<file path="config.mk">
export PLATFORM = sky130hd
export DESIGN_NAME = stable_priority_queue
export DESIGN_NICKNAME = d
export VERILOG_FILES = /design/src/sv/spq_pkg.sv /design/src/sv/stable_priority_queue.sv /design/src/sv/spq_ctrl.sv /design/src/sv/spq_datapath.sv
export SDC_FILE = /design/constraint.sdc
export NUM_CORES = 1
export LEC_CHECK = 0
export BUFFER_PORTS_ARGS = -buffer_cell sky130_fd_sc_hd__clkbuf_2
export CELL_PAD_IN_SITES_DETAIL_PLACEMENT = 1
export CELL_PAD_IN_SITES_GLOBAL_PLACEMENT = 1
export CORE_MARGIN = 4
export CORE_UTILIZATION = 43
export DETAILED_ROUTE_END_ITERATION = 7
export GPL_TIMING_DRIVEN = 0
export PLACE_DENSITY_LB_ADDON = 0.1
export SLEW_MARGIN = 10
export SYNTH_ARGS = -nofsm -noshare
export SYNTH_HDL_FRONTEND = slang
export SYNTH_HIERARCHICAL = 1
export SYNTH_SLANG_ARGS = --single-unit
</file>
<file path="constraint.sdc">
create_clock -name clk -period 3.2 [get_ports clk]
set_input_delay 0.32 -clock clk [delete_from_list [all_inputs] [get_ports clk]]
set_output_delay 0.32 -clock clk [all_outputs]
set_load 0.005 [all_outputs]
</file>
<file path="src/sv/spq_pkg.sv">
`default_nettype none
// ----------------------------------------------------------------------------
// spq_pkg: shared types and constants of the stable priority queue
// Sizes of the store, action and error codes, channel payloads and the
// command/status bundles between controller and datapath.
// ----------------------------------------------------------------------------
package spq_pkg;

	localparam int DEPTH     = 16;
	localparam int ID_BITS   = 16;
	localparam int PRIO_BITS = 3;
	localparam int CNT_BITS  = $clog2(DEPTH + 1);

	localparam logic [1:0] ACT_PUSH  = 2'd0;
	localparam logic [1:0] ACT_POP   = 2'd1;
	localparam logic [1:0] ACT_CLEAR = 2'd2;

	localparam logic [1:0] ERR_OK    = 2'd0;
	localparam logic [1:0] ERR_EMPTY = 2'd1;
	localparam logic [1:0] ERR_FULL  = 2'd2;

	typedef struct packed {
		logic [1:0]           action;
		logic [PRIO_BITS-1:0] priority_req;
		logic [ID_BITS-1:0]   client_id;
	} req_item_t;

	typedef struct packed {
		logic                 served_valid;
		logic [ID_BITS-1:0]   served_id;
		logic [PRIO_BITS-1:0] served_priority;
		logic                 is_empty;
		logic                 is_full;
		logic [1:0]           error_code;
	} rsp_item_t;

	typedef struct packed {
		logic load;
		logic exec;
	} spq_cmd_t;

	typedef struct packed {
		logic out_free;
	} spq_stat_t;

endpackage

`default_nettype wire

</file>
<file path="src/sv/stable_priority_queue.sv">
`default_nettype none
// ----------------------------------------------------------------------------
// stable_priority_queue: bounded priority queue, FIFO within a class
// Push, pop, clear or no-op per item; one status result per item.
// ----------------------------------------------------------------------------
//  channel | signals                  | payload
//  req     | req_valid, req_stall     | action, priority_req, client_id
//  rsp     | rsp_valid, rsp_stall     | served_*, is_empty, is_full, error_code
//
//  An item is first taken in; then the cell row compares and shifts and
//  writes the result register.
//  A new item is taken while the previous result still waits on rsp.
//  rsp_stall holds the execute step until the result register frees up.
//  Reset empties the queue; entry contents are not cleared.
// ----------------------------------------------------------------------------
module stable_priority_queue (
	input  wire                 clk,
	input  wire                 arst_n,
	input  wire                 req_valid,
	output logic                req_stall,
	input  spq_pkg::req_item_t  req,
	output logic                rsp_valid,
	input  wire                 rsp_stall,
	output spq_pkg::rsp_item_t  rsp
);
	import spq_pkg::*;

	spq_cmd_t  cmd;
	spq_stat_t stat;

	spq_ctrl u_ctrl (
		.clk       (clk),
		.arst_n    (arst_n),
		.req_valid (req_valid),
		.req_stall (req_stall),
		.cmd       (cmd),
		.stat      (stat)
	);

	spq_datapath u_datapath (
		.clk       (clk),
		.arst_n    (arst_n),
		.req       (req),
		.cmd       (cmd),
		.stat      (stat),
		.rsp_valid (rsp_valid),
		.rsp_stall (rsp_stall),
		.rsp       (rsp)
	);

	a_one_in_flight: assert property (@(posedge clk) disable iff (!arst_n)
		(req_valid && !req_stall) |=> req_stall)
		else $error("item taken while previous one still executing");

	a_exec_result: assert property (@(posedge clk) disable iff (!arst_n)
		cmd.exec |=> rsp_valid)
		else $error("execute step left no result");

	a_empty_err: assert property (@(posedge clk) disable iff (!arst_n)
		(rsp_valid && rsp.error_code == ERR_EMPTY) |-> (rsp.is_empty && !rsp.served_valid))
		else $error("pop error reported on a non-empty queue");

	a_full_err: assert property (@(posedge clk) disable iff (!arst_n)
		(rsp_valid && rsp.error_code == ERR_FULL) |-> (rsp.is_full && !rsp.is_empty))
		else $error("push error reported on a queue that is not full");

endmodule

`default_nettype wire

</file>
<file path="src/sv/spq_ctrl.sv">
`default_nettype none
// ----------------------------------------------------------------------------
// spq_ctrl: sequencer of the stable priority queue
// Takes one item, then fires the datapath once the result register is free.
// ----------------------------------------------------------------------------
module spq_ctrl (
	input  wire                 clk,
	input  wire                 arst_n,
	input  wire                 req_valid,
	output logic                req_stall,
	output spq_pkg::spq_cmd_t   cmd,
	input  spq_pkg::spq_stat_t  stat
);
	import spq_pkg::*;

	typedef enum logic [1:0] {
		ST_IDLE = 2'b01,
		ST_EXEC = 2'b10
	} state_t;

	state_t state_q;
	state_t state_d;

	always_comb begin
		state_d   = state_q;
		cmd.load  = 1'b0;
		cmd.exec  = 1'b0;
		req_stall = 1'b1;
		unique case (state_q)
			ST_IDLE: begin
				req_stall = 1'b0;
				if (req_valid) begin
					cmd.load = 1'b1;
					state_d  = ST_EXEC;
				end
			end
			ST_EXEC: begin
				// hold until the result register can take the outcome
				if (stat.out_free) begin
					cmd.exec = 1'b1;
					state_d  = ST_IDLE;
				end
			end
			default: begin
				state_d = ST_IDLE;
			end
		endcase
	end

	always_ff @(posedge clk or negedge arst_n) begin
		if (!arst_n) begin
			state_q <= ST_IDLE;
		end else begin
			state_q <= state_d;
		end
	end

endmodule

`default_nettype wire

</file>
<file path="src/sv/spq_datapath.sv">
`default_nettype none
// ----------------------------------------------------------------------------
// spq_datapath: sorted row of entry cells and result register
// Every cell compares its class with the pushed one in parallel; a push
// shifts the tail up by one, a pop shifts everything down by one.
// ----------------------------------------------------------------------------
module spq_datapath (
	input  wire                 clk,
	input  wire                 arst_n,
	input  spq_pkg::req_item_t  req,
	input  spq_pkg::spq_cmd_t   cmd,
	output spq_pkg::spq_stat_t  stat,
	output logic                rsp_valid,
	input  wire                 rsp_stall,
	output spq_pkg::rsp_item_t  rsp
);
	import spq_pkg::*;

	req_item_t            item_q;
	logic [PRIO_BITS-1:0] prio_q [DEPTH];
	logic [ID_BITS-1:0]   id_q   [DEPTH];
	logic [PRIO_BITS-1:0] prio_d [DEPTH];
	logic [ID_BITS-1:0]   id_d   [DEPTH];
	logic [DEPTH-1:0]     le;
	logic [DEPTH-1:0]     ins;
	logic [CNT_BITS-1:0]  count_q;
	logic [CNT_BITS-1:0]  count_d;
	logic                 full;
	logic                 empty;
	logic                 do_push;
	logic                 do_pop;
	logic                 rsp_valid_q;
	rsp_item_t            rsp_q;
	rsp_item_t            rsp_d;

	assign full    = (count_q == CNT_BITS'(DEPTH));
	assign empty   = (count_q == '0);
	assign do_push = cmd.exec && (item_q.action == ACT_PUSH) && !full;
	assign do_pop  = cmd.exec && (item_q.action == ACT_POP) && !empty;

	always_ff @(posedge clk) begin
		if (cmd.load) begin
			item_q <= req;
		end
	end

	for (genvar i = 0; i < DEPTH; i++) begin : g_cell
		// stored entries at or ahead of the new class stay put
		assign le[i] = (CNT_BITS'(i) < count_q) && (prio_q[i] <= item_q.priority_req);

		if (i == 0) begin : g_head
			assign ins[i] = !le[i];
		end else begin : g_body
			assign ins[i] = !le[i] && le[i-1];
		end

		always_comb begin
			prio_d[i] = prio_q[i];
			id_d[i]   = id_q[i];
			if (do_push && !le[i]) begin
				if (ins[i]) begin
					prio_d[i] = item_q.priority_req;
					id_d[i]   = item_q.client_id;
				end else begin
					prio_d[i] = prio_q[(i > 0) ? i - 1 : 0];
					id_d[i]   = id_q[(i > 0) ? i - 1 : 0];
				end
			end else if (do_pop) begin
				prio_d[i] = prio_q[(i < DEPTH - 1) ? i + 1 : i];
				id_d[i]   = id_q[(i < DEPTH - 1) ? i + 1 : i];
			end
		end

		always_ff @(posedge clk) begin
			if (do_push || do_pop) begin
				prio_q[i] <= prio_d[i];
				id_q[i]   <= id_d[i];
			end
		end
	end

	always_comb begin
		count_d = count_q;
		rsp_d   = '0;
		case (item_q.action)
			ACT_PUSH: begin
				if (full) begin
					rsp_d.error_code = ERR_FULL;
				end else begin
					count_d = count_q + CNT_BITS'(1);
				end
			end
			ACT_POP: begin
				if (empty) begin
					rsp_d.error_code = ERR_EMPTY;
				end else begin
					count_d               = count_q - CNT_BITS'(1);
					rsp_d.served_valid    = 1'b1;
					rsp_d.served_id       = id_q[0];
					rsp_d.served_priority = prio_q[0];
				end
			end
			ACT_CLEAR: begin
				count_d = '0;
			end
			default: begin
				count_d = count_q;
			end
		endcase
		rsp_d.is_empty = (count_d == '0);
		rsp_d.is_full  = (count_d == CNT_BITS'(DEPTH));
	end

	always_ff @(posedge clk or negedge arst_n) begin
		if (!arst_n) begin
			count_q     <= '0;
			rsp_valid_q <= 1'b0;
		end else begin
			if (cmd.exec) begin
				count_q     <= count_d;
				rsp_valid_q <= 1'b1;
			end else if (rsp_valid_q && !rsp_stall) begin
				rsp_valid_q <= 1'b0;
			end
		end
	end

	always_ff @(posedge clk) begin
		if (cmd.exec) begin
			rsp_q <= rsp_d;
		end
	end

	assign stat.out_free = !rsp_valid_q || !rsp_stall;
	assign rsp_valid     = rsp_valid_q;
	assign rsp           = rsp_q;

endmodule

`default_nettype wire

</file>
; ---- After elaboration in Yosys (flattened, before gate mapping)
; Memories as Yosys holds them, arrays and structs flattened.
; Cells that the tools add are included.
[totals]
output_inout_bits = 26
elab_cells = 250
latchBits = 0
ramBits = 304
mem_bits_ro = 0
memories = 2
ff_bits = 53
in_bits = 25
[classes]
eq_ne = 8
bitwise_logic = 1
n_reduce_logical = 80
magnitude_cmp = 32
n_mux = 113
n_addsub = 2
multipliers = 0
shift = 0
n_div = 0
[mem_list]
columns = name, words, word_bits, read_ports, rd_clocked_by_memory_dff, write_ports, line
row1 = u_datapath.id_q, 16, 16, 16, 0, 16, spq_datapath.sv:21  ; logic [ID_BITS-1:0] id_q [DEPTH];
row2 = u_datapath.prio_q, 16, 3, 16, 0, 16, spq_datapath.sv:20  ; logic [PRIO_BITS-1:0] prio_q [DEPTH];
[ops]
columns = op, count
row1 = 16-bit two-way mux, 47
row2 = 3-bit two-way mux, 47
row3 = 1-bit logical AND, 52
row4 = 3-bit less-or-equal comparator, 16
row5 = 4-bit by 5-bit < comparator with 1-bit output (first input constant), 8
row6 = 1-bit logical NOT, 20
row7 = 3-bit by 5-bit < comparator with 1-bit output (first input constant), 4
row8 = 20-bit two-way mux, 1
row9 = 5-bit case mux with 3 select lines, 1
row10 = 5-bit == test (second input constant), 2
row11 = 5-bit logical NOT, 2
row12 = 1-bit by 5-bit < comparator with 1-bit output (first input constant), 2
row13 = 2-bit by 5-bit < comparator with 1-bit output (first input constant), 2
row14 = 1-bit two-way mux, 10
row15 = 5-bit two-way mux, 2
row16 = 2-bit case mux with 2 select lines, 2
row17 = 2-bit two-way mux, 3
row18 = 5-bit by 1-bit adder with 5-bit output (second input constant), 1
row19 = 5-bit by 1-bit subtractor with 5-bit output (second input constant), 1
row20 = 2-bit by 1-bit == test with 1-bit output (second input constant), 2
row21 = 2-bit == test (second input constant), 2
row22 = 2-bit inequality test (second input constant), 2
row23 = 2-bit logical NOT, 1
row24 = 1-bit logical OR, 2
row25 = other kinds (4), 4

; ---- Depth between registers and ports, before layout
; Gate-level depths: netlist of the first run.
[depth]
ltp_word = 9
depth_mapped = 11
mapped_depth_nobuf = 7

; ---- Hierarchy
; The synthesis of the first run kept the hierarchy.
[by_module_without_submodules]
columns = mod, area_per_inst_um2, n_inst, seq_area_each_um2, cells_per_inst
row1 = spq_datapath, 18994.5, 1, 10630.2, 1639
row2 = spq_ctrl, 91.3, 1, 51.3, 8

; ---- Least setup slack after synthesis of the first run
; No wires, ideal clock.
[synth_timing]
kind = flip-flop to flip-flop
start = register, netlist name u_datapath/item_q[17]
end = memory u_datapath.id_q[9][0] (netlist: u_datapath/id_q[2][16]), enable pin
path_slack_ns = -0.182
path_buffers = 3
period_less_slack_ns = 3.382
t_arrival_ns = 2.985
t_required_ns = 2.803
path_stages_with_launch = 11
setup_ns = 0.397
path_cell_list = edfxtp_1 > clkbuf_1 > clkbuf_1 > inv_1 > ha_1 > nor2b_1 > o311ai_0 > nand2_1 > buf_2 > a21oi_1 > nor2b_1
[synth_rtl]
columns = item, line
row1 = to (decl), spq_datapath.sv:21

==> run metrics, run 1 <==
result of the run=finished, final reports clean; Hold Fails Final Rpt=0; Setup-failing EPs final=0; worst-margin pin slew=802 ps; commonest non-fill, non-tap cells in the layout=349 x edfxtp_1, 271 x a21oi_1, 259 x nor2_1; vias in the first global route=14200; Clock power frac=30.7%; Synth Warn #=6; Clock transition at path regs=50 ps; fmax=327 MHz; CTS tree=yes; CP Cell Sequence=clkbuf_4 -> clkinvlp_4 -> buf_4 -> buf_4 -> ha_1 -> a211oi_1 -> o21a_1 -> buf_2 -> buf_2 -> a21oi_1 -> o31ai_1; CP bufs+invs=6; Root Buffer=clkbuf_16; flop-to-flop setup slack=140 ps; Placed Area=20100 um2; post-route insts no fill=2400; Avg Cell Area, Syn=11.6 um2; via density per instance=5.41; largest net degree at the start of global routing=31; initial antenna violation count=0; Placed Cells=2283; worst-case clock buffer depth=3; RePlAce Congestion=0.825; post-layout util=50.6%; Mapped Cells=1647; Clock Skew=14.4 ps; Remaining Overflow, GRT=0; Remaining DRCs=0; Num Clock Sinks=357; CP Capture Type=flip-flop; Tcrit/Tclk final=95.7%; final hold slack=53.4 ps; gr usage total=21.1%; share of cells above drive strength 1=17.2%; Critical Path Max Stage Delay=360 ps; sw power=4.71 mW; port buffer count=50; P_int=9.77 mW; fraction of registers with async set or reset after synthesis=2.24%; sw frac=32.5%; setup_tns=0 ps; Pwr Total=14.5 mW; Post-Route WL=51.1 mm; Max-slew headroom=46.5%; Worst Setup Start Kind=flip-flop; area of the die=47800 um2; CTS HTree Levels=2; Worst Path Max Fanout=11; Leak=8.92 nW; Post-Syn Nets=1724; Yosys top cell area share=54.9%; DP Wirelength=38.8 mm; #FFs+latches synth=357; fin area=22000 um2; core area=43500 um2; Post-Syn Area=19100 um2; Worst EP required=3560 ps; mean routed wirelength per cell=21.3 um; worst skew pair latency=560 ps; Area Growth Syn to Fin=15.2%; crit path kind=flip-flop to flip-flop; Row Count=76; largest area contributor in the netlist=edfxtp_1; Max Cap Viol=0; Final ANT Viol Nets=0; Die Height=219 um; Final #Nets=1862; Combinational Power Share=31.1%; Cell variety after synth=63; Peak VDD IR=0.429 mV; sequential share of the synthesized area=56.0%; PnR worst setup slack=139 ps; Via Count=13000; worst hold path type=input pin to flip-flop; most common cell after layout, fill and taps aside=edfxtp_1; IO Count=51; slowest CP cell=edfxtp_1; first-pass GRT wire length=79.0 mm; Primary FF master, synth=edfxtp_1; CTS buffer count=43; PD cells=659 nW/um2; Arr. time, crit path=3420 ps; Crit path max-delay family=buffers and inverters; DP Worst Slack=-1460 ps; drt initial violations=624; Post-synth EDFFs=349; count of pins over their slew limit=0; Initial Utilization=43.9%; Ant. Diodes=0; Die X=219 um; Period minus WS final=3060 ps; top post-synthesis cells by area=edfxtp_1 55%, mux2i_1 13%, a21oi_1 7.1%; sequential power share=38.2%; First-pass DRT Iterations=5
[cell usage after synthesis (all sizes together) (2+ instances only)]
master  count
nand2b     14
nor3b       2
nor2b      19
nor3        8
or2        14
o211ai      4
mux2i     247
nor2      263
o22ai       3
and3b       2
and3        4
o21ai      71
nand2      34
nor4b       2
o31ai      19
inv        25
ha         52
a211oi      2
and2       18
buf        76
mux2       39
edfxtp    349
o21a        2
nand3      18
or3         2
dfrtp       7
a21oi     273
o311ai     13
a21o        3
a31oi       3
clkbuf     46
[flip-flops by register name, summed over array words and instances (netlist names)]
signal                flops
u_datapath/count_q        5
u_datapath/rsp           24
u_ctrl/state_q            2
u_datapath/id_q         256
u_datapath/rsp_valid      1
u_datapath/prio_q        48
u_datapath/item_q        21
[area by class of cell]
| cell class | instances | area (um2) |
|---|---|---|
| clock buffers | 56 | 1170 |
| flip-flops and latches | 357 | 10700 |
| clock inverters | 19 | 86.3 |
| well taps | 585 | 732 |
| repair buffers | 93 | 689 |
| fillers | 4671 | 21500 |
| multi-input cells | 1146 | 7850 |
| inverters | 25 | 101 |
| plain buffers | 119 | 677 |
[repair_timing]
| action | in CTS | in global routing |
|---|---|---|
| pin swaps | 0 | 1 |
| gates cloned | 0 | 3 |
| endpoints found under the hold margin | 29 | 0 |
| resized for setup | 44 | 14 |
| hold buffers | 22 | 0 |
| endpoints found under the setup margin | 608 | 274 |
| buffers inserted | 12 | 8 |
[kinds of logic after synthesis]
| kind of cell | Yosys count | synth area share [%] |
|---|---|---|
| AND/OR/NAND/NOR | 403 | 9.77 |
| AO/OA/AOI/OAI | 401 | 11.6 |
| flip-flops | 357 | 56.0 |
| multiplexers | 286 | 15.3 |
| buffers and inverters | 147 | 3.96 |
| adder cells (fa/ha/maj) | 52 | 3.41 |
| XOR/XNOR | 1 | 0.0459 |
[worst paths after layout]
| check | startpoint | end | cells past startpoint |
|---|---|---|---|
| worst max-delay path | u_datapath/item_q[17] | u_datapath/id_q[3][37] | 11 |
| worst min-delay path | rsp_stall | u_datapath/rsp_valid | 3 |
| worst max register to register | u_datapath/item_q[17] | u_datapath/id_q[3][37] | 11 |
| worst min register to register | u_ctrl/state_q[1] | u_ctrl/state_q[0] | 1 |
| max in group asynchronous | arst_n | u_ctrl/state_q[0] | 2 |
| min in group asynchronous | arst_n | u_datapath/count_q[1] | 2 |
[worst register-to-register path, delay by kind of cell (launching register included)]
kind                       cells  cell delay, ps
AOI/OAI and AO/OA              4             880
adders and majority gates      1             300
buffers and inverters          6            1330
DFF                            1             360
[power by group through the flow]
stage / sequential [mW] / combinational (mW) / clock [mW]
2_1_floorplan: 5.56 / 3.30 / 0
4_1_cts: 5.53 / 4.41 / 4.58
3_3_place_gp: 5.62 / 4.21 / 0
6_report: 5.53 / 4.50 / 4.45
3_5_place_dp: 5.63 / 4.32 / 0
5_1_grt: 5.55 / 4.85 / 4.79
[per-layer routing]
metal | track usage, % | part of all wire, %
met1 | 26.8 | 45
met2 | 37.8 | 50
met3 | 2.98 | 3.4
met4 | 5.39 | 1.9
met5 | 0 | 0
No activity file was read; power rests on OpenSTA's default activity.
==> run 2, diff against run 1 <==
--- a/config.mk
+++ b/config.mk
@@ -8,6 +8,7 @@
 export BUFFER_PORTS_ARGS = -buffer_cell sky130_fd_sc_hd__clkbuf_2
 export CELL_PAD_IN_SITES_DETAIL_PLACEMENT = 1
 export CELL_PAD_IN_SITES_GLOBAL_PLACEMENT = 1
+export CORE_ASPECT_RATIO = 1.1
 export CORE_MARGIN = 4
 export CORE_UTILIZATION = 43
 export DETAILED_ROUTE_END_ITERATION = 7
==> run 2 against run 1 <==
  * Design area is 0.50% lower
  * Worst setup slack worse by 27 ps
  * Clock power is 7.4% lower
  * Worst hold slack better by 110 ps
  * Core utilization is 0.47 points lower
  * Critical endpoint is now u_datapath/id_q[3][48]
==> run metrics, run 2 (synthesis gave the netlist of run 1 again) <==
Die Height=229 um (+4.7%); Arr. time, crit path=3390 ps (-30 ps); Worst EP required=3500 ps (-60 ps); Remaining DRCs=0 (unchanged); worst-margin pin slew=849 ps (+46.7 ps); CTS tree=yes; Post-Route WL=49.6 mm (-2.8%); sw power=4.57 mW (-3.0%); Seq. cell area=10700 um2 (about the same); Hold Fails Final Rpt=0 (unchanged); Root Buffer=clkbuf_16; Max-slew headroom=42.8% (-3.7 points); area of the die=47800 um2 (about the same); first-pass GRT wire length=77.7 mm (-1.6%); CTS buffer count=41 (-4.7%); First-pass DRT Iterations=5 (unchanged); via density per instance=5.35 (-1.0%); IO Count=51 (unchanged); fmax=324 MHz (-0.88%); vias in the first global route=13900 (-2.4%); Ant. Diodes=0 (unchanged); PD cells=645 nW/um2 (-2.1%); Clock transition at path regs=50 ps (about the same); Fill cells=4652 (-0.41%); share of cells above drive strength 1=16.9% (-0.31 points); Tcrit/Tclk final=96.5% (+0.85 points); Initial Utilization=43.7% (-0.19 points); Final ANT Viol Nets=0 (unchanged); CP Capture Type=flip-flop; final hold slack=159 ps (+106 ps); CTS HTree Levels=2 (unchanged); Row Count=80 (+5.3%); Leak=8.86 nW (-0.66%); Die X=209 um (-4.5%); Remaining Overflow, GRT=0 (unchanged); Max Cap Viol=0 (unchanged); Num Clock Sinks=357 (unchanged); Period minus WS final=3090 ps (+27.1 ps); area of the multi-input gates=7830 um2 (-0.19%); port buffer count=50 (unchanged); sequential power share=39.2% (+1.0 points); drt initial violations=625 (+0.16%); core area=43600 um2 (+0.43%); Final #Nets=1862 (unchanged); crit path kind=flip-flop to flip-flop; Worst Path Max Fanout=14 (+3); result of the run=finished, final reports clean; Clock power frac=29.2% (-1.5 points); Worst Setup Start Kind=flip-flop; Peak VDD IR=0.400 mV (-6.8%); worst skew pair latency=550 ps (about the same); count of pins over their slew limit=0 (unchanged); Via Count=12700 (-1.8%); Combinational Power Share=31.6% (+0.5 points); RePlAce Congestion=0.832 (+0.75%); most common cell after layout, fill and taps aside=edfxtp_1; P_int=9.53 mW (-2.5%); DP Wirelength=38.3 mm (-1.2%); Area Growth Syn to Fin=14.6%; commonest non-fill, non-tap cells in the layout=349 x edfxtp_1, 272 x a21oi_1, 259 x nor2_1; Clock Skew=16.0 ps (+1.66 ps); sw frac=32.4% (-0.11 points); gr usage total=20.3% (-0.77 points); Pwr Total=14.1 mW (-2.6%); largest net degree at the start of global routing=31 (unchanged); Largest register FFs=256 (unchanged); initial antenna violation count=0 (unchanged); worst-case clock buffer depth=3 (unchanged); register with the most flip-flops=u_datapath/id_q; mean routed wirelength per cell=20.8 um (-2.1%); Setup-failing EPs final=0 (unchanged); worst hold path type=input pin to asynchronous set/reset pin
[run 2: worst max-delay path, cell delays in order, from the launching register on]
cell	delay, ps
edfxtp_1	540
buf_4	280
clkinvlp_4	100
buf_4	200
buf_4	170
ha_1	290
nor2_1	50
a31oi_1	250
a31oi_1	180
nor2_4	200
buf_4	200
mux2_2	360
[run 2: layout make-up]
cell class | instances | area share (%)
Multi-Input combinational cell | 1145 | 35.8
Timing Repair Buffer | 95 | 3.31
Tap cell | 574 | 3.28
Clock inverter | 16 | 0.338
Clock buffer | 49 | 4.83
Inverter | 25 | 0.463
Sequential cell | 357 | 48.8
Buffer | 120 | 3.13
[run 2: per-stage QoR]
step                      area [um2]  cells  utilization [%]  worst slack, ps  setup TNS (ps)
after global routing           21900   2381             50.1            -72.1           -3170
after floorplan                19100   1647                -             47.5               0
after global placement         20100   2271             46.0            -1610         -548740
after detailed placement       20100   2272             46.0            -1390         -481400
final                          21900   2381             50.1              112               0
after CTS                      21800   2374             49.9             24.6               0
[run 2: metal layers]
metal	GRT usage, %	vias up	wire (um)	share of wire (%)
li1	-	6345	-	-
met1	25.9	6190	22000	44
met2	36.0	155	25200	51
met3	3.49	51	1610	3.2
met4	4.85	0	849	1.7
met5	0	-	0	0
[run 2: power groups by stage]
stage          sequential (mW)  combinational [mW]  clock [mW]
5_1_grt                   5.55                4.83        4.47
3_3_place_gp              5.62                4.23           0
2_1_floorplan             5.56                3.30           0
6_report                  5.53                4.45        4.12
4_1_cts                   5.53                4.43        4.25
3_5_place_dp              5.63                4.33           0
[run 2: what timing repair did]
action | 4_1_cts | 5_1_grt
hold buffers | 23 | 0
buffers inserted | 16 | 5
hold endpoints to repair | 30 | 0
endpoints found under the setup margin | 608 | 484
pin swaps | 1 | 0
resized for setup | 43 | 18
gates cloned | 0 | 2
[run 2: worst paths after layout]
| kind | from | to | slack (ps) | cells after the start |
|---|---|---|---|---|
| max | u_datapath/item_q[18] | u_datapath/id_q[3][48] | 110 | 11 |
| min | arst_n | u_ctrl/state_q[1] | 160 | 2 |
| max reg2reg | u_datapath/item_q[18] | u_datapath/id_q[3][48] | 110 | 11 |
| min in group clk | u_ctrl/state_q[1] | u_ctrl/state_q[0] | 480 | 1 |
| min reg2reg | u_ctrl/state_q[1] | u_ctrl/state_q[0] | 480 | 1 |
| max in group asynchronous | arst_n | u_ctrl/state_q[0] | 2800 | 2 |
